`src/hdl/rcfr_pkg.sv`:
```
// Shared types, constants and helper functions of the RC channel frame receiver.
`timescale 1ns / 1ps

package rcfr_pkg;

   // Request command codes
   localparam logic CMD_BYTE = 1'b0;
   localparam logic CMD_TICK = 1'b1;

   // Response kinds
   localparam logic KIND_CHAN    = 1'b0;
   localparam logic KIND_CRC_ERR = 1'b1;

   // Frame layout
   localparam logic [7:0] SYNC_BYTE = 8'hC8;
   localparam logic [7:0] LEN_BYTE  = 8'd24;
   localparam logic [7:0] TYPE_BYTE = 8'h16;
   localparam logic [7:0] CRC_POLY  = 8'hD5;

   localparam int POS_W = 5;
   localparam logic [POS_W-1:0] POS_HUNT      = 5'd0;
   localparam logic [POS_W-1:0] POS_LEN       = 5'd1;
   localparam logic [POS_W-1:0] POS_TYPE      = 5'd2;
   localparam logic [POS_W-1:0] POS_PAY_FIRST = 5'd3;
   localparam logic [POS_W-1:0] POS_CRC       = 5'd25;

   // Channel unpacking
   localparam int CHANNELS      = 16;
   localparam int CHAN_IDX_W    = 4;
   localparam int RAW_W         = 11;
   localparam int VALUE_W       = 12;
   localparam int PAYLOAD_BYTES = 22;
   localparam int PAYLOAD_W     = PAYLOAD_BYTES * 8;
   localparam logic [CHAN_IDX_W-1:0] CHAN_LAST = CHAN_IDX_W'(CHANNELS - 1);

   // raw * 1000 / 1600 reduces exactly to raw * 5 / 8
   localparam int SCALE_NUM   = 5;
   localparam int SCALE_SHIFT = 3;
   localparam logic [VALUE_W-1:0] CHAN_OFFSET = 12'd880;

   // Configuration
   localparam int TIMEOUT_W = 16;
   localparam logic [TIMEOUT_W-1:0] TIMEOUT_RESET = 16'd100;
   localparam int IDLE_COUNTER_WIDTH_DEFAULT = 16;

   typedef struct packed {
      logic                  accept;
      logic                  load_chan;
      logic                  load_err;
      logic [CHAN_IDX_W-1:0] chan_idx;
      logic                  chan_last;
   } ctrl_cmd_type;

   typedef struct packed {
      logic at_crc_byte;
      logic crc_match;
      logic is_byte;
      logic rsp_busy;
   } dp_stat_type;

   function automatic logic [7:0] crc8_update(input logic [7:0] crc, input logic [7:0] b);
      logic [7:0] c;
      c = crc ^ b;
      for (int k = 0; k < 8; k++) begin
         if (c[7]) begin
            c = {c[6:0], 1'b0} ^ CRC_POLY;
         end else begin
            c = {c[6:0], 1'b0};
         end
      end
      return c;
   endfunction

   function automatic logic [VALUE_W-1:0] scale_channel(input logic [RAW_W-1:0] raw);
      logic [RAW_W+2:0] prod;
      prod = (RAW_W+3)'(raw) * (RAW_W+3)'(SCALE_NUM);
      return VALUE_W'(prod >> SCALE_SHIFT) + CHAN_OFFSET;
   endfunction

endpackage

```
`src/hdl/rcfr_if.sv`:
```
// Channel interfaces: request, response and CSR write channels.
`timescale 1ns / 1ps

interface rcfr_req_if;
   logic       valid;
   logic       ready;
   logic       command;
   logic [7:0] rx_byte;

   modport source (output valid, command, rx_byte, input ready);
   modport sink (input valid, command, rx_byte, output ready);
endinterface

interface rcfr_rsp_if;
   logic        valid;
   logic        ready;
   logic        kind;
   logic [3:0]  channel_index;
   logic [11:0] channel_value;
   logic        last_of_frame;

   modport source (output valid, kind, channel_index, channel_value, last_of_frame,
                   input ready);
   modport sink (input valid, kind, channel_index, channel_value, last_of_frame,
                 output ready);
endinterface

interface rcfr_csr_if;
   logic        valid;
   logic        ready;
   logic [15:0] data;

   modport source (output valid, data, input ready);
   modport sink (input valid, data, output ready);
endinterface

```
`src/hdl/rcfr_ctrl.sv`:
```
// Controller: request gating and channel emit sequencing.
`timescale 1ns / 1ps

module rcfr_ctrl
   import rcfr_pkg::*;
(
   input  logic         clock,
   input  logic         reset,
   input  logic         req_valid,
   output logic         req_ready,
   input  dp_stat_type  stat,
   output ctrl_cmd_type cmd
);

   typedef enum logic {ST_ACCEPT, ST_EMIT} state_type;

   state_type             state_ff, state_in;
   logic [CHAN_IDX_W-1:0] cnt_ff, cnt_in;
   logic                  final_byte;

   always_comb begin
      state_in = state_ff;
      cnt_in   = cnt_ff;
      cmd      = '0;
      // hold off the CRC byte while a response still occupies the output register
      req_ready  = (state_ff == ST_ACCEPT) && !(stat.rsp_busy && stat.at_crc_byte);
      cmd.accept = req_valid && req_ready;
      final_byte = cmd.accept && stat.is_byte && stat.at_crc_byte;
      case (state_ff)
         ST_ACCEPT: begin
            if (final_byte) begin
               if (stat.crc_match) begin
                  cmd.load_chan = 1'b1;
                  cmd.chan_idx  = '0;
                  cmd.chan_last = (CHAN_LAST == '0);
                  cnt_in        = CHAN_IDX_W'(1);
                  state_in      = ST_EMIT;
               end else begin
                  cmd.load_err = 1'b1;
               end
            end
         end
         ST_EMIT: begin
            if (!stat.rsp_busy) begin
               cmd.load_chan = 1'b1;
               cmd.chan_idx  = cnt_ff;
               cmd.chan_last = (cnt_ff == CHAN_LAST);
               cnt_in        = cnt_ff + 1'b1;
               if (cnt_ff == CHAN_LAST) begin
                  state_in = ST_ACCEPT;
               end
            end
         end
         default: begin
            state_in = ST_ACCEPT;
         end
      endcase
   end

   always_ff @(posedge clock) begin
      if (reset) begin
         state_ff <= ST_ACCEPT;
         cnt_ff   <= '0;
      end else begin
         state_ff <= state_in;
         cnt_ff   <= cnt_in;
      end
   end

endmodule

```
`src/hdl/rcfr_dp.sv`:
```
// Datapath: frame position, CRC, idle counter, payload shift line and output register.
`timescale 1ns / 1ps

module rcfr_dp
   import rcfr_pkg::*;
#(
   parameter int IDLE_COUNTER_WIDTH = IDLE_COUNTER_WIDTH_DEFAULT
) (
   input  logic                  clock,
   input  logic                  reset,
   input  logic                  csr_valid,
   input  logic [TIMEOUT_W-1:0]  csr_data,
   input  logic                  req_command,
   input  logic [7:0]            req_rx_byte,
   input  ctrl_cmd_type          cmd,
   output dp_stat_type           stat,
   input  logic                  rsp_ready,
   output logic                  rsp_valid,
   output logic                  rsp_kind,
   output logic [CHAN_IDX_W-1:0] rsp_channel_index,
   output logic [VALUE_W-1:0]    rsp_channel_value,
   output logic                  rsp_last_of_frame
);

   localparam int CMP_W = (IDLE_COUNTER_WIDTH > TIMEOUT_W) ? IDLE_COUNTER_WIDTH : TIMEOUT_W;

   logic [TIMEOUT_W-1:0]          timeout_ff;
   logic [POS_W-1:0]              pos_ff, pos_in;
   logic [7:0]                    crc_ff, crc_in;
   logic [IDLE_COUNTER_WIDTH-1:0] idle_ff, idle_in;
   logic [PAYLOAD_W-1:0]          pay_ff, pay_in;

   logic                          valid_ff, valid_in;
   logic                          kind_ff, kind_in;
   logic [CHAN_IDX_W-1:0]         idx_ff, idx_in;
   logic [VALUE_W-1:0]            value_ff, value_in;
   logic                          last_ff, last_in;

   always_comb begin
      stat.at_crc_byte = (pos_ff >= POS_CRC);
      stat.crc_match   = (req_rx_byte == crc_ff);
      stat.is_byte     = (req_command == CMD_BYTE);
      stat.rsp_busy    = valid_ff && !rsp_ready;
   end

   // frame tracking
   always_comb begin
      pos_in  = pos_ff;
      crc_in  = crc_ff;
      idle_in = idle_ff;
      pay_in  = pay_ff;
      if (cmd.accept) begin
         if (req_command == CMD_TICK) begin
            idle_in = (&idle_ff) ? idle_ff : idle_ff + 1'b1;
            if (CMP_W'(idle_in) > CMP_W'(timeout_ff)) begin
               pos_in = POS_HUNT;
            end
         end else begin
            idle_in = '0;
            case (pos_ff) inside
               POS_HUNT: begin
                  if (req_rx_byte == SYNC_BYTE) begin
                     pos_in = POS_LEN;
                     crc_in = '0;
                  end
               end
               POS_LEN: begin
                  pos_in = (req_rx_byte == LEN_BYTE) ? POS_TYPE : POS_HUNT;
               end
               POS_TYPE: begin
                  if (req_rx_byte == TYPE_BYTE) begin
                     crc_in = crc8_update(8'h00, req_rx_byte);
                     pos_in = POS_PAY_FIRST;
                  end else begin
                     pos_in = POS_HUNT;
                  end
               end
               [POS_PAY_FIRST:POS_CRC-1]: begin
                  // shift in from the top: first payload byte ends up at bit 0
                  pay_in = {req_rx_byte, pay_ff[PAYLOAD_W-1:8]};
                  crc_in = crc8_update(crc_ff, req_rx_byte);
                  pos_in = pos_ff + 1'b1;
               end
               default: begin
                  pos_in = POS_HUNT;
               end
            endcase
         end
      end
      if (cmd.load_chan) begin
         // advance to the next packed channel
         pay_in = pay_ff >> RAW_W;
      end
   end

   // output register
   always_comb begin
      valid_in = valid_ff && !rsp_ready;
      kind_in  = kind_ff;
      idx_in   = idx_ff;
      value_in = value_ff;
      last_in  = last_ff;
      if (cmd.load_chan) begin
         valid_in = 1'b1;
         kind_in  = KIND_CHAN;
         idx_in   = cmd.chan_idx;
         value_in = scale_channel(pay_ff[RAW_W-1:0]);
         last_in  = cmd.chan_last;
      end else if (cmd.load_err) begin
         valid_in = 1'b1;
         kind_in  = KIND_CRC_ERR;
         idx_in   = '0;
         value_in = '0;
         last_in  = 1'b1;
      end
   end

   always_ff @(posedge clock) begin
      if (reset) begin
         timeout_ff <= TIMEOUT_RESET;
         pos_ff     <= POS_HUNT;
         crc_ff     <= '0;
         idle_ff    <= '0;
         valid_ff   <= 1'b0;
      end else begin
         if (csr_valid) begin
            timeout_ff <= csr_data;
         end
         pos_ff   <= pos_in;
         crc_ff   <= crc_in;
         idle_ff  <= idle_in;
         valid_ff <= valid_in;
      end
   end

   always_ff @(posedge clock) begin
      pay_ff   <= pay_in;
      kind_ff  <= kind_in;
      idx_ff   <= idx_in;
      value_ff <= value_in;
      last_ff  <= last_in;
   end

   assign rsp_valid         = valid_ff;
   assign rsp_kind          = kind_ff;
   assign rsp_channel_index = idx_ff;
   assign rsp_channel_value = value_ff;
   assign rsp_last_of_frame = last_ff;

endmodule

```
`src/hdl/rc_channel_frame_receiver_top.sv`:
```
// Top level of the RC channel frame receiver.
`timescale 1ns / 1ps

//  channel | dir | payload                                               | handshake
//  req_ch  | in  | command, rx_byte                                      | valid/ready
//  rsp_ch  | out | kind, channel_index, channel_value, last_of_frame     | valid/ready
//  csr_ch  | in  | data (timeout_ticks)                                  | valid/ready
//
//  Bytes and ticks are taken one per cycle when ready; bytes move position and CRC, ticks
//  the idle count. A good CRC byte loads channel 0; channels 1 to 15 follow one per cycle
//  unless a response stalls, from the 176-bit payload shift line, holding off requests.
//  A bad CRC loads one error response and input continues. At the CRC position any
//  request waits while an earlier response is still stalled in the output register.
//  Synchronous reset; no clearing pass. CSR writes are always ready.

module rc_channel_frame_receiver_top
   import rcfr_pkg::*;
#(
   parameter int IDLE_COUNTER_WIDTH = IDLE_COUNTER_WIDTH_DEFAULT
) (
   input logic        clock,
   input logic        reset,
   rcfr_req_if.sink   req_ch,
   rcfr_rsp_if.source rsp_ch,
   rcfr_csr_if.sink   csr_ch
);

   ctrl_cmd_type cmd;
   dp_stat_type  stat;

   assign csr_ch.ready = 1'b1;

   rcfr_ctrl u_ctrl (
      .clock     (clock),
      .reset     (reset),
      .req_valid (req_ch.valid),
      .req_ready (req_ch.ready),
      .stat      (stat),
      .cmd       (cmd)
   );

   rcfr_dp #(
      .IDLE_COUNTER_WIDTH (IDLE_COUNTER_WIDTH)
   ) u_dp (
      .clock             (clock),
      .reset             (reset),
      .csr_valid         (csr_ch.valid),
      .csr_data          (csr_ch.data),
      .req_command       (req_ch.command),
      .req_rx_byte       (req_ch.rx_byte),
      .cmd               (cmd),
      .stat              (stat),
      .rsp_ready         (rsp_ch.ready),
      .rsp_valid         (rsp_ch.valid),
      .rsp_kind          (rsp_ch.kind),
      .rsp_channel_index (rsp_ch.channel_index),
      .rsp_channel_value (rsp_ch.channel_value),
      .rsp_last_of_frame (rsp_ch.last_of_frame)
   );

   // a stalled response is never overwritten by a frame end
   a_no_overwrite : assert property (@(posedge clock) disable iff (reset)
      rsp_ch.valid && !rsp_ch.ready && stat.at_crc_byte |-> !req_ch.ready)
      else $error("CRC byte accepted while response stalled");

   // error responses are single, last, zero-index items
   a_err_shape : assert property (@(posedge clock) disable iff (reset)
      rsp_ch.valid && rsp_ch.kind == KIND_CRC_ERR |->
         rsp_ch.last_of_frame && rsp_ch.channel_index == '0)
      else $error("malformed CRC error response");

   // channels follow in order without gaps
   a_chan_order : assert property (@(posedge clock) disable iff (reset)
      rsp_ch.valid && rsp_ch.ready && !rsp_ch.last_of_frame |=>
         rsp_ch.valid && rsp_ch.channel_index == $past(rsp_ch.channel_index) + 4'd1)
      else $error("channel sequence broken");

endmodule

```
`src/flat_wrapper.sv`:
```
// flat-port wrapper written by rule: the top's interface ports become plain ports
module rc_channel_frame_receiver_top_flat import rcfr_pkg::*;
#(
   parameter int IDLE_COUNTER_WIDTH = IDLE_COUNTER_WIDTH_DEFAULT
)
  (clock, reset, req_ch_valid, req_ch_command, req_ch_rx_byte, req_ch_ready, rsp_ch_valid, rsp_ch_kind, rsp_ch_channel_index, rsp_ch_channel_value, rsp_ch_last_of_frame, rsp_ch_ready, csr_ch_valid, csr_ch_data, csr_ch_ready);
  rcfr_req_if req_ch_i ();
  rcfr_rsp_if rsp_ch_i ();
  rcfr_csr_if csr_ch_i ();
  input logic clock;
  input logic reset;
  input wire logic [$bits(req_ch_i.valid)-1:0] req_ch_valid;
  input wire logic [$bits(req_ch_i.command)-1:0] req_ch_command;
  input wire logic [$bits(req_ch_i.rx_byte)-1:0] req_ch_rx_byte;
  output wire logic [$bits(req_ch_i.ready)-1:0] req_ch_ready;
  output wire logic [$bits(rsp_ch_i.valid)-1:0] rsp_ch_valid;
  output wire logic [$bits(rsp_ch_i.kind)-1:0] rsp_ch_kind;
  output wire logic [$bits(rsp_ch_i.channel_index)-1:0] rsp_ch_channel_index;
  output wire logic [$bits(rsp_ch_i.channel_value)-1:0] rsp_ch_channel_value;
  output wire logic [$bits(rsp_ch_i.last_of_frame)-1:0] rsp_ch_last_of_frame;
  input wire logic [$bits(rsp_ch_i.ready)-1:0] rsp_ch_ready;
  input wire logic [$bits(csr_ch_i.valid)-1:0] csr_ch_valid;
  input wire logic [$bits(csr_ch_i.data)-1:0] csr_ch_data;
  output wire logic [$bits(csr_ch_i.ready)-1:0] csr_ch_ready;
  assign req_ch_i.valid = req_ch_valid;
  assign req_ch_i.command = req_ch_command;
  assign req_ch_i.rx_byte = req_ch_rx_byte;
  assign req_ch_ready = req_ch_i.ready;
  assign rsp_ch_valid = rsp_ch_i.valid;
  assign rsp_ch_kind = rsp_ch_i.kind;
  assign rsp_ch_channel_index = rsp_ch_i.channel_index;
  assign rsp_ch_channel_value = rsp_ch_i.channel_value;
  assign rsp_ch_last_of_frame = rsp_ch_i.last_of_frame;
  assign rsp_ch_i.ready = rsp_ch_ready;
  assign csr_ch_i.valid = csr_ch_valid;
  assign csr_ch_i.data = csr_ch_data;
  assign csr_ch_ready = csr_ch_i.ready;
  rc_channel_frame_receiver_top #(.IDLE_COUNTER_WIDTH(IDLE_COUNTER_WIDTH)) u_core (.clock(clock), .reset(reset), .req_ch(req_ch_i), .rsp_ch(rsp_ch_i), .csr_ch(csr_ch_i));
endmodule
```
`config.mk`:
```
export PLATFORM = sky130hd
export DESIGN_NAME = rc_channel_frame_receiver_top_flat
export DESIGN_NICKNAME = d
export VERILOG_FILES = /design/src/hdl/rcfr_pkg.sv /design/src/hdl/rcfr_if.sv /design/src/hdl/rcfr_ctrl.sv /design/src/hdl/rcfr_dp.sv /design/src/hdl/rc_channel_frame_receiver_top.sv /design/src/flat_wrapper.sv
export SDC_FILE = /design/constraint.sdc
export NUM_CORES = 1
export LEC_CHECK = 0
export ABC_AREA = 1
export BUFFER_PORTS_ARGS = -buffer_cell sky130_fd_sc_hd__buf_2
export CORE_UTILIZATION = 46
export DETAILED_ROUTE_END_ITERATION = 8
export SETUP_SLACK_MARGIN = 0.2
export SKIP_CTS_REPAIR_TIMING = 1
export SYNTH_ARGS = -nofsm -noshare
export SYNTH_HDL_FRONTEND = slang
export SYNTH_SLANG_ARGS = --single-unit
```
`constraint.sdc`:
```
create_clock -name clock -period 11.7 [get_ports clock]
set_clock_uncertainty 0.2 [all_clocks]
set_input_delay 1.17 -clock clock [delete_from_list [all_inputs] [get_ports clock]]
set_output_delay 1.17 -clock clock [all_outputs]
set_load 0.005 [all_outputs]
```
==> Yosys cells after proc, flatten, opt, wreduce, memory -nomap -nowiden <==
Index checks and enable logic that the tools add are counted.
{ "word_totals": {"input_bits": 30, "regBits": 245, "output_inout_bits": 21} }
{ "op_classes": {"n_lt_le_gt_ge": 4, "n_reduce_logical": 20, "multipliers": 1, "n_addsub": 4, "bitwise": 22, "muxes": 148, "n_eq_ne": 19} }
{ "op_table": {"columns": ["op", "n"], "rows": [
  ["165-bit 2-to-1 mux", 7],
  ["8-bit 2-to-1 mux", 106],
  ["5-bit inverter", 16],
  ["5-bit 2-to-1 mux", 8],
  ["16-bit 2-to-1 mux", 2],
  ["12-bit 2-to-1 mux", 2],
  ["4-bit 2-to-1 mux", 5],
  ["6-bit AND reduction", 3],
  ["16-bit by 1-bit adder with 16-bit output (second input constant)", 1],
  ["8-bit by 5-bit equality test with 1-bit output (second input constant)", 2],
  ["16-bit > comparator", 1],
  ["16-bit AND reduction", 1],
  ["11-bit by 3-bit multiplier with 14-bit output (second input constant)", 1],
  ["2-bit by 1-bit != test with 1-bit output (second input constant)", 7],
  ["11-bit by 10-bit adder with 12-bit output (second input constant)", 1],
  ["1-bit 2-to-1 mux", 11],
  ["5-bit one-hot mux with 2 select lines", 1],
  ["8-bit equality test", 1],
  ["8-bit equality test (second input constant)", 1],
  ["4-bit one-hot mux with 2 select lines", 1],
  ["8-bit XOR", 1],
  ["1-bit logical AND", 7],
  ["7-bit 2-to-1 mux", 1],
  ["2-bit != test (second input constant)", 3],
  ["other kinds (17)", 28]
]} }

==> Longest topological paths before layout <==
Gate-level depths: netlist of run 1.
{ "depth": {"ltp_word": 63, "mapped_depth": 21, "mapped_depth_nobuf": 21} }

==> Hierarchy <==
Synthesis of run 1 repeated with hierarchy kept, for this count alone.
{ "hier_totals": {"cells_unflattened": 1493, "hier_area_um2": 12544.5} }
{ "by_module_without_submodules": {"columns": ["module", "instances", "area_each_um2", "seq_area_each_um2", "cells_each"], "rows": [
  ["rcfr_dp", 1, 12162.9, 6626.4, 1438],
  ["rcfr_ctrl", 1, 370.4, 100.1, 53],
  ["rc_channel_frame_receiver_top", 1, 11.3, 0.0, 2]
]} }

==> Worst setup path before layout of run 1 <==
No wires, ideal clock.
{ "synth_path": {"kind": "input -> register", "startpoint": "input port req_ch_rx_byte[7]", "endpoint": "register u_core.u_dp.pay_ff[0] (enable)", "arrival_time_ps": 5912, "cell_stages": 9, "required_time_ps": 10969, "path_buffers": 1, "setup_time_ps": 531, "path_slack_ps": 5056, "path_cell_list": "xnor2_1 -> ha_1 -> nand4_1 -> nor4_1 -> nand2_2 -> nand2_2 -> inv_2 -> buf_2 -> nand2_1"} }
{ "synth_via": {"elab_chain_len": 6} }
{ "synth_lines": {"columns": ["element", "line_no", "text"], "rows": [
  ["from (decl)", "flat_wrapper.sv:14", "input wire logic [$bits(req_ch_i.rx_byte)-1:0] req_ch_rx_byte;"],
  ["8-bit equality test *", "rcfr_dp.sv:41", "stat.crc_match = (req_rx_byte == crc_ff);"],
  ["1-bit 2-to-1 mux *", "rcfr_ctrl.sv:32", "if (stat.crc_match) begin"],
  ["7-bit 2-to-1 mux *", "rcfr_ctrl.sv:31", "if (final_byte) begin"],
  ["1-bit one-hot mux with 2 select lines *", "rcfr_ctrl.sv:29", "case (state_ff)"],
  ["2-bit by 1-bit != test with 1-bit output (no line) / 2-bit nonzero test (equally long branches)", null, null],
  ["6-bit AND reduction (no line) *", null, null],
  ["to (signal assigned)", "rcfr_dp.sv:137", "pay_ff <= pay_in;"],
  ["to (decl)", "rcfr_dp.sv:31", "logic [PAYLOAD_W-1:0] pay_ff, pay_in;"]
]} }
Mark *: on every way between the ends. The rest lies on a longest branch, timed or not.
A chain may end at the register's enable or synchronous reset.

==> Worst setup path in the final report of run 1 <==
{ "layout_path": {"startpoint": "input port req_ch_rx_byte[7]", "endpoint": "register u_core.u_dp.pay_ff[22] (enable)"} }
The elaborated chain is that of the path after synthesis.

==> impl_metrics.json, run 1 <==
{
  "outcome": "finished, final reports clean",
  "layout_min_cycle_time_ns": 5.37,
  "avgViaCountPerCell": 4.99,
  "die_y_um": 167,
  "layout_worst_path_cycle_share_pct": 45.9,
  "gr-total-overflow": 0,
  "synth_top_cell_area_share_pct": 43.7,
  "crit_arrival_ns": 5.32,
  "ys_types": 41,
  "ys_warn_count": 0,
  "cts_tree": "built",
  "synth_cells": 1464,
  "dieWidth_um": 167,
  "worst_slew_margin_rel_pct": 26.2,
  "synth-seq-cells": 245,
  "die_area_mm2": 0.0278,
  "ys_seq_area_share_pct": 53.8,
  "grt_pass1_wl_um": 40400,
  "synthTopCellsByCount": "694 x nand2_1, 182 x edfxtp_1, 92 x inv_1",
  "pwr-share-seq_pct": 49.0,
  "synthTopCellsByArea": "edfxtp_1 44%, nand2_1 21%, dfxtp_1 10%",
  "irDropWorstVdd_v": 0.0000840,
  "fmax_mhz": 186,
  "antenna_found_initial": 0,
  "hold_viol": 0,
  "crit_type": "in -> reg",
  "ant_nets": 0,
  "cp_num_buf_inv": 4,
  "p_total_w": 0.00189,
  "vias": 9231,
  "io_buffers": 49,
  "drive_above_1_share_pct": 9.18,
  "place_congestion": 0.849,
  "route.detailed.drc": 0,
  "crit_top_cell": "buf_4",
  "cts.path.max_buffers": 3,
  "crit_family": "buffers and inverters",
  "critPathMaxFanout": 85,
  "synth_flop_cell": "edfxtp_1",
  "grt_usage_pct": 17.5,
  "path_clk_slew_ns": 0.06,
  "p_comb_share_pct": 4.0,
  "hold_class": "reg -> reg",
  "cp-end-kind": "flop",
  "synth.net_count": 1538,
  "worst_slew_pin_slew_ns": 1.11,
  "top_layer": "met4",
  "cp-start-kind": "primary input",
  "final.setup.tns_ns": 0,
  "syn-cell-area_mm2": 0.0125,
  "coreArea_mm2": 0.0264,
  "postSynth.asyncResetShare_pct": 0,
  "synthToLayoutAreaGrowth_pct": 10.2,
  "slew_violations": 0,
  "path_cells": "buf_2 > xnor2_1 > ha_1 > nand4_1 > nor4_1 > nand2_2 > nand2_8 > inv_6 > nand2_4 > buf_4 > buf_4",
  "finalNetCount": 1567,
  "p_per_area_mw_per_mm2": 137,
  "wl_met3_um": 947,
  "clock-sinks": 245,
  "synth.largest_area_cell": "edfxtp_1",
  "synth.most_common_cell": "nand2_1",
  "ios": 51,
  "internal_power_w": 0.00150,
  "htreeDepth": 1,
  "drtPass1Iterations": 5,
  "slowest_stage": "buf_4",
  "worst-endpoint-required_ns": 11.66,
  "drt_iter0_markers": 701,
  "p_leak_nw": 5.95,
  "cap_violations": 0,
  "wl_per_cell_um": 13.2,
  "rsz0062_at_grt": "no",
  "cts_buffers": 27,
  "avgSynthCellArea_um2": 8.54,
  "wl_met2_um": 11700,
  "max_stage_delay_ns": 0.81,
  "clk-insertion-delay-late_ns": 0.53,
  "netSwitchingPower_w": 0.000391,
  "p_sw_share_pct": 20.7,
  "synth_edf_count": 182,
  "antenna_cells": 0,
  "rows": 59,
  "start_util_pct": 47.4,
  "setup_viol": 0,
  "clock_power_share_pct": 47.0,
  "grt_max_degree": 100,
  "met1Wirelength_um": 11300,
  "clockRootBuffer": "clkbuf_16",
  "rrSetupSlack_ns": 6.58,
  "grt_pass1_vias": 8577,
  "place_hpwl_um": 16100,
  "wl_um": 24500
}
-- registers in the layout (all words and copies together) (netlist names), 4 cells and up --
signal / flops
u_core.u_dp.pay_ff: 176
u_core.u_dp.idle_ff: 16
u_core.u_dp.timeout_ff: 16
u_core.u_dp.rsp_channel_value: 12
u_core.u_dp.crc_ff: 8
u_core.u_dp.pos_ff: 5
u_core.u_ctrl.cnt_ff: 4
u_core.u_dp.rsp_channel_index: 4
-- routing by layer --
| metal | track usage [%] | vias up |
|---|---|---|
| met5 | 0 | - |
| met4 | 5.31 | 0 |
| met3 | 2.38 | 34 |
| met2 | 29.9 | 152 |
| met1 | 23.0 | 4238 |
| li1 | - | 4807 |
-- power groups by stage --
| stage | combinational (W) | clock (W) | sequential (W) |
|---|---|---|---|
| after global routing | 0.0000871 | 0.000944 | 0.000926 |
| after floorplan | 0.0000551 | 0 | 0.000944 |
| after CTS | 0.0000753 | 0.000913 | 0.000926 |
| after detailed placement | 0.0000747 | 0 | 0.000945 |
| final | 0.0000753 | 0.000888 | 0.000926 |
| after global placement | 0.0000742 | 0 | 0.000945 |
-- stage by stage --
step | utilization, % | setup WS (ns) | cell area [µm²] | hold WS (ns) | cells
finish | 52.3 | 6.33 | 13800 | 0.268 | 1849
global placement | 48.7 | 5.75 | 12800 | 0.252 | 1799
CTS | 52.3 | 6.25 | 13800 | 0.267 | 1849
detailed placement | 48.7 | 5.68 | 12800 | 0.258 | 1799
floorplan | - | 5.06 | 12500 | 0.235 | 1464
global route | 52.3 | 5.80 | 13800 | 0.276 | 1849
-- kinds of logic after synthesis --
kind of cell,count (synthesis),synth area share [%]
compound gates,136,5.75
fa+ha+maj,44,4.46
buf+inv,152,6.13
simple gates,852,27.4
flops,245,53.8
xor+xnor,34,2.38
other cells,1,0.0300
-- cell type report --
| cell class | count | area [µm²] |
|---|---|---|
| timing repair buffer | 54 | 283 |
| sequential | 245 | 6730 |
| fill | 2463 | 12600 |
| inverter | 98 | 373 |
| clock inverter | 12 | 175 |
| clock buffer | 38 | 771 |
| multi-input combinational | 1067 | 5030 |
| tap | 335 | 419 |
-- worst register-to-register path: cells and delay by family (launching register included) --
kind | cells | cell delay (ns)
AND/OR/NAND/NOR | 10 | 1.72
flip-flops | 1 | 0.38
adder cells (fa/ha/maj) | 1 | 0.21
buffers and inverters | 6 | 2.20
-- cells in the final DEF, fill, tap and decap left out, types with 10 or more instances in the layout --
master     netlist  routed
nor3_1          11      11
inv_1           92      92
ha_1            43      43
o21ai_0         39      38
nor2_1          58      58
buf_2           12      49
edfxtp_1       182     182
xor2_1          20      20
nand2_1        694     693
dfxtp_1         63      63
nand4_1         10      10
a21oi_1         82      82
clkbuf_16        0      27
or2_2           13      13
xnor2_1         14      14
nand3_1         41      41
-- path summary, 6_finish.rpt --
| path | from | end | depth (start not counted) |
|---|---|---|---|
| min reg2reg | u_core.u_ctrl.cnt_ff[3] | u_core.u_ctrl.cnt_ff[3] | 2 |
| min | u_core.u_ctrl.cnt_ff[3] | u_core.u_ctrl.cnt_ff[3] | 2 |
| max reg2reg | u_core.u_dp.pos_ff[1] | u_core.u_dp.pay_ff[22] | 17 |
| max | req_ch_rx_byte[7] | u_core.u_dp.pay_ff[22] | 11 |
Note: power is estimated with default switching activity, not from simulation.
==> inputs of run 2 (changes only) <==
==> constraint.sdc (replaced) <==
create_clock -name clock -period 4.55 [get_ports clock]
set_clock_uncertainty 0.2 [all_clocks]
set_input_delay 0.455 -clock clock [delete_from_list [all_inputs] [get_ports clock]]
set_output_delay 0.455 -clock clock [all_outputs]
set_load 0.005 [all_outputs]
==> impl_metrics.json, run 2 (synthesis gave the netlist of run 1 again) <==
{
  "worst-endpoint-required_ns": 4.80,
  "cts.path.max_buffers": 3,
  "cp-end-kind": "flop",
  "dieWidth_um": 167,
  "final_common_cell": "nand2_1",
  "avgViaCountPerCell": 4.97,
  "worst_slew_pin_slew_ns": 0.843,
  "antenna_found_initial": 0,
  "layout_min_cycle_time_ns": 3.33,
  "vias": 9212,
  "cap_violations": 0,
  "violations": "hold timing",
  "wl_um": 24300,
  "path_clk_slew_ns": 0.06,
  "clk-insertion-delay-late_ns": 0.53,
  "setup_viol": 0,
  "top_register": "u_core.u_dp.pay_ff",
  "rows": 59,
  "grt_pass1_vias": 8409,
  "layout_worst_path_cycle_share_pct": 73.3,
  "hold_path_depth": 3,
  "ant_nets": 0,
  "synthToLayoutAreaGrowth_pct": 10.1,
  "hold_class": "in -> reg",
  "fmax_mhz": 300,
  "io_buffers": 49,
  "p_leak_nw": 5.95,
  "grt_usage_pct": 17.3,
  "wl_per_cell_um": 13.1,
  "hold_viol": 1,
  "drt_iter0_markers": 667,
  "crit_arrival_ns": 3.58,
  "reg_top3": "u_core.u_dp.pay_ff: 176 flops, u_core.u_dp.idle_ff: 16 flops, u_core.u_dp.timeout_ff: 16 flops",
  "ios": 51,
  "layout_common_cells": "693 x nand2_1, 182 x edfxtp_1, 92 x inv_1, 82 x a21oi_1, 63 x dfxtp_1",
  "drive_above_1_share_pct": 8.89,
  "outcome": "finished with violations",
  "p_per_area_mw_per_mm2": 336,
  "hold_ws_ns": -0.0322,
  "irDropWorstVdd_v": 0.000242,
  "cts_tree": "built",
  "drtPass1Iterations": 5,
  "grt_max_degree": 183,
  "gr-total-overflow": 0,
  "rsz0062_at_grt": "no",
  "route.detailed.drc": 0,
  "critPathMaxFanout": 6,
  "antenna_cells": 0,
  "cts_buffers": 27,
  "p_total_w": 0.00463,
  "place_congestion": 0.840,
  "grt_pass1_wl_um": 40300,
  "post-place-cells": 1801,
  "clock-sinks": 245,
  "finalNetCount": 1572,
  "cp-start-kind": "flop",
  "coreArea_mm2": 0.0264,
  "htreeDepth": 1,
  "crit_type": "reg -> reg",
  "worst_slew_margin_rel_pct": 43.8,
  "die_y_um": 167,
  "start_util_pct": 47.4,
  "nFillCells": 2445,
  "place_hpwl_um": 15700,
  "slew_violations": 0,
  "final.setup.tns_ns": 0,
  "die_area_mm2": 0.0278,
  "stdcell_count": 1854,
  "clockRootBuffer": "clkbuf_16",
  "r2r_cells": 19,
  "largest_reg_flops": 176
}
run 2: worst paths after layout:
kind / from / to / slack (ns)
worst min register to register: u_core.u_dp.pay_ff[172] / u_core.u_dp.pay_ff[172] / 0.27
worst min-delay path: csr_ch_data[0] / u_core.u_dp.timeout_ff[0] / -0.03
worst max-delay path: u_core.u_dp.idle_ff[0] / u_core.u_dp.pos_ff[4] / 1.22
worst max register to register: u_core.u_dp.idle_ff[0] / u_core.u_dp.pos_ff[4] / 1.22
run 2: layout make-up:
type	count	area [µm²]	share of cell area, %
sequential	245	6730	48.9
multi-input combinational	1067	5040	36.6
clock buffer	42	792	5.75
tap	335	419	3.05
inverter	98	373	2.71
timing repair buffer	59	365	2.65
clock inverter	8	48.8	0.355
run 2: stage by stage:
step | setup WS (ns) | utilization, % | hold slack (ns) | area, µm²
CTS | 1.22 | 52.1 | -0.0577 | 13700
detailed placement | 1.24 | 48.9 | 0.260 | 12900
global placement | 1.31 | 48.9 | 0.252 | 12900
floorplan | 0.259 | - | 0.235 | 12500
global route | 0.863 | 52.2 | 0.00328 | 13800
finish | 1.22 | 52.2 | -0.0322 | 13800
run 2: power by group:
part	switching [W]	internal, W	total [W]
registers	0.00000329	0.00238	0.00238
clock network	0.000857	0.00119	0.00205
logic	0.000129	0.0000658	0.000195
total	0.000989	0.00364	0.00463
run 2: routing by layer:
layer  track usage (%)  routed length [µm]
met4              4.71                 509
met2              29.6               11800
met3              2.42                 800
met1              22.9               11200
met5                 0                   0
run 2: worst max-delay path: stages, from the launching register on:
cell     delay, ns
dfxtp_1       0.38
ha_1          0.18
nand2_1       0.08
nor2_2        0.21
nand4_1       0.23
nor3_4        0.33
nor3_1        0.08
a21oi_1       0.18
ha_1          0.28
a21oi_1       0.13
o21ai_0       0.09
nand3_1       0.07
nand3_1       0.07
nand2_1       0.07
nand4_1       0.07
nand2_1       0.11
nand2_1       0.14
inv_1         0.16
nand2_1       0.07
a21oi_1       0.11
==> inputs of run 3 (changes only) <==
==> constraint.sdc (replaced) <==
create_clock -name clock -period 3.3 [get_ports clock]
set_clock_uncertainty 0.2 [all_clocks]
set_input_delay 0.33 -clock clock [delete_from_list [all_inputs] [get_ports clock]]
set_output_delay 0.33 -clock clock [all_outputs]
set_load 0.005 [all_outputs]
==> impl_metrics.json, run 3 (synthesis gave the netlist of run 1 again) <==
{
  "outcome": "finished, final reports clean",
  "hold_end": "u_core.u_dp.timeout_ff[0]",
  "worst_slew_pin_slew_ns": 0.623,
  "avgViaCountPerCell": 4.98,
  "dp_slack_ns": -0.000204,
  "wl_um": 25300,
  "ant_nets": 0,
  "crit_type": "reg -> reg",
  "route.detailed.drc": 0,
  "critPathMaxFanout": 6,
  "hold_path_depth": 3,
  "stdcell_count": 1903,
  "wl_per_cell_um": 13.3,
  "vias": 9482,
  "r2r_start": "u_core.u_dp.idle_ff[1]",
  "rrSetupSlack_ns": 0.20,
  "drt_iter0_markers": 648,
  "place_hpwl_um": 16600,
  "fmax_mhz": 322,
  "antenna_cells": 0,
  "layout_min_cycle_time_ns": 3.10,
  "setup_viol": 0,
  "final.setup.tns_ns": 0,
  "layout_setup_ws_ns": 0.199,
  "p_comb_share_pct": 4.6,
  "grt_usage_pct": 17.7,
  "r2r_end": "u_core.u_dp.pos_ff[4]",
  "io_buffers": 49,
  "postPlaceCellArea_mm2": 0.0131,
  "finalNetCount": 1622,
  "start_util_pct": 47.4,
  "layout_common_cells": "679 x nand2_1, 182 x edfxtp_1, 88 x inv_1, 78 x a21oi_1, 55 x nor2_1",
  "clock_power_share_pct": 44.8,
  "slowest_stage": "dfxtp_4",
  "hold_class": "in -> reg",
  "p_sw_share_pct": 21.3,
  "stdcell_area_mm2": 0.0145,
  "worst_slew_margin_rel_pct": 58.4,
  "gr-total-overflow": 0,
  "netSwitchingPower_w": 0.00138,
  "grt_pass1_vias": 8794,
  "grt_max_degree": 73,
  "crit_family": "simple AND/OR/NAND/NOR gates",
  "cp-end-kind": "flop",
  "path_clk_slew_ns": 0.06,
  "r2r_cells": 19,
  "die_y_um": 167,
  "p_per_area_mw_per_mm2": 448,
  "slew_violations": 0,
  "place_congestion": 0.912,
  "cp_num_buf_inv": 1,
  "coreArea_mm2": 0.0264,
  "top_register": "u_core.u_dp.pay_ff",
  "clockRootBuffer": "clkbuf_16",
  "p_leak_nw": 6.26,
  "cts.path.max_buffers": 3,
  "max_stage_delay_ns": 0.37,
  "crit_arrival_ns": 3.36,
  "cap_violations": 0,
  "post-place-cells": 1819,
  "reg_top3": "u_core.u_dp.pay_ff: 176 flops, u_core.u_dp.idle_ff: 16 flops, u_core.u_dp.timeout_ff: 16 flops",
  "rsz0062_at_grt": "yes",
  "synthToLayoutAreaGrowth_pct": 16.0,
  "final_common_cell": "nand2_1",
  "clk-insertion-delay-late_ns": 0.53,
  "clock-sinks": 245,
  "largest_reg_flops": 176,
  "worst-endpoint-required_ns": 3.56,
  "drive_above_1_share_pct": 13.3,
  "layout_worst_path_cycle_share_pct": 94.0,
  "internal_power_w": 0.00511,
  "cts_tree": "built",
  "grt_pass1_wl_um": 41400,
  "pwr-share-seq_pct": 50.6,
  "rows": 59,
  "cts_buffers": 27,
  "p_total_w": 0.00649,
  "htreeDepth": 1,
  "irDropWorstVdd_v": 0.000395,
  "holdCritStartpoint": "csr_ch_valid",
  "die_area_mm2": 0.0278,
  "antenna_found_initial": 0,
  "drtPass1Iterations": 6,
  "ios": 51,
  "hold_viol": 0,
  "path_cells": "ha_4 > nand2_4 > nor2_4 > nand4_1 > nor3_4 > nor3_1 > a21oi_1 > ha_1 > a21oi_2 > o21ai_1 > nand3_1 > nand3_1 > nand2_1 > nand4_1 > nand2_2 > nand2_4 > inv_4 > nand2_2 > a21oi_2",
  "cp-start-kind": "flop",
  "dieWidth_um": 167
}
## run 3: worst max path at each step
stage | startpoint | slack (ns) | end | depth (start not counted)
2_1_floorplan | u_core.u_dp.pos_ff[1] | 0.36 | u_core.u_dp.pay_ff[0] | 16
3_3_place_gp | u_core.u_dp.idle_ff[0] | 0.12 | u_core.u_dp.pos_ff[2] | 19
3_5_place_dp | u_core.u_dp.idle_ff[0] | -0.0002 | u_core.u_dp.pos_ff[4] | 19
4_1_cts | u_core.u_dp.idle_ff[0] | -0.02 | u_core.u_dp.pos_ff[4] | 19
5_1_grt | u_core.u_dp.idle_ff[1] | -0.05 | u_core.u_dp.pos_ff[4] | 19
6_report | u_core.u_dp.idle_ff[1] | 0.20 | u_core.u_dp.pos_ff[4] | 19
## run 3: stage by stage
| step | hold slack, ns | util, % |
|---|---|---|
| 6_report | 0.000380 | 55.0 |
| 5_1_grt | 0.00517 | 55.0 |
| 4_1_cts | -0.203 | 53.0 |
| 3_5_place_dp | 0.258 | 49.8 |
| 3_3_place_gp | 0.251 | 49.8 |
| 2_1_floorplan | 0.235 | - |
## run 3: cell type report
type                       count  area [µm²]
inverter                      98         378
timing repair buffer         109         882
tap                          335         419
clock inverter                 8        88.8
clock buffer                  41         752
fill                        2413       11900
multi-input combinational   1067        5230
sequential                   245        6750
## run 3: power groups by stage
stage | logic (W) | registers [W] | clock network, W
2_1_floorplan | 0.000195 | 0.00335 | 0
3_3_place_gp | 0.000263 | 0.00335 | 0
3_5_place_dp | 0.000267 | 0.00335 | 0
4_1_cts | 0.000268 | 0.00328 | 0.00298
5_1_grt | 0.000339 | 0.00328 | 0.00309
6_report | 0.000299 | 0.00328 | 0.00291
## run 3: metal layers
layer / share of wire, % / GRT usage [%]
met2: 49 / 30.8
met3: 3.5 / 2.52
met1: 45 / 23.0
met4: 2.1 / 4.39
met5: 0 / 0
## run 3: tightest hold or removal path, delay by kind of cell
family                 cells  cell delay (ns)
AO/OA/AOI/OAI              1             0.10
buffers and inverters      1             0.16
AND/OR/NAND/NOR            1             0.09
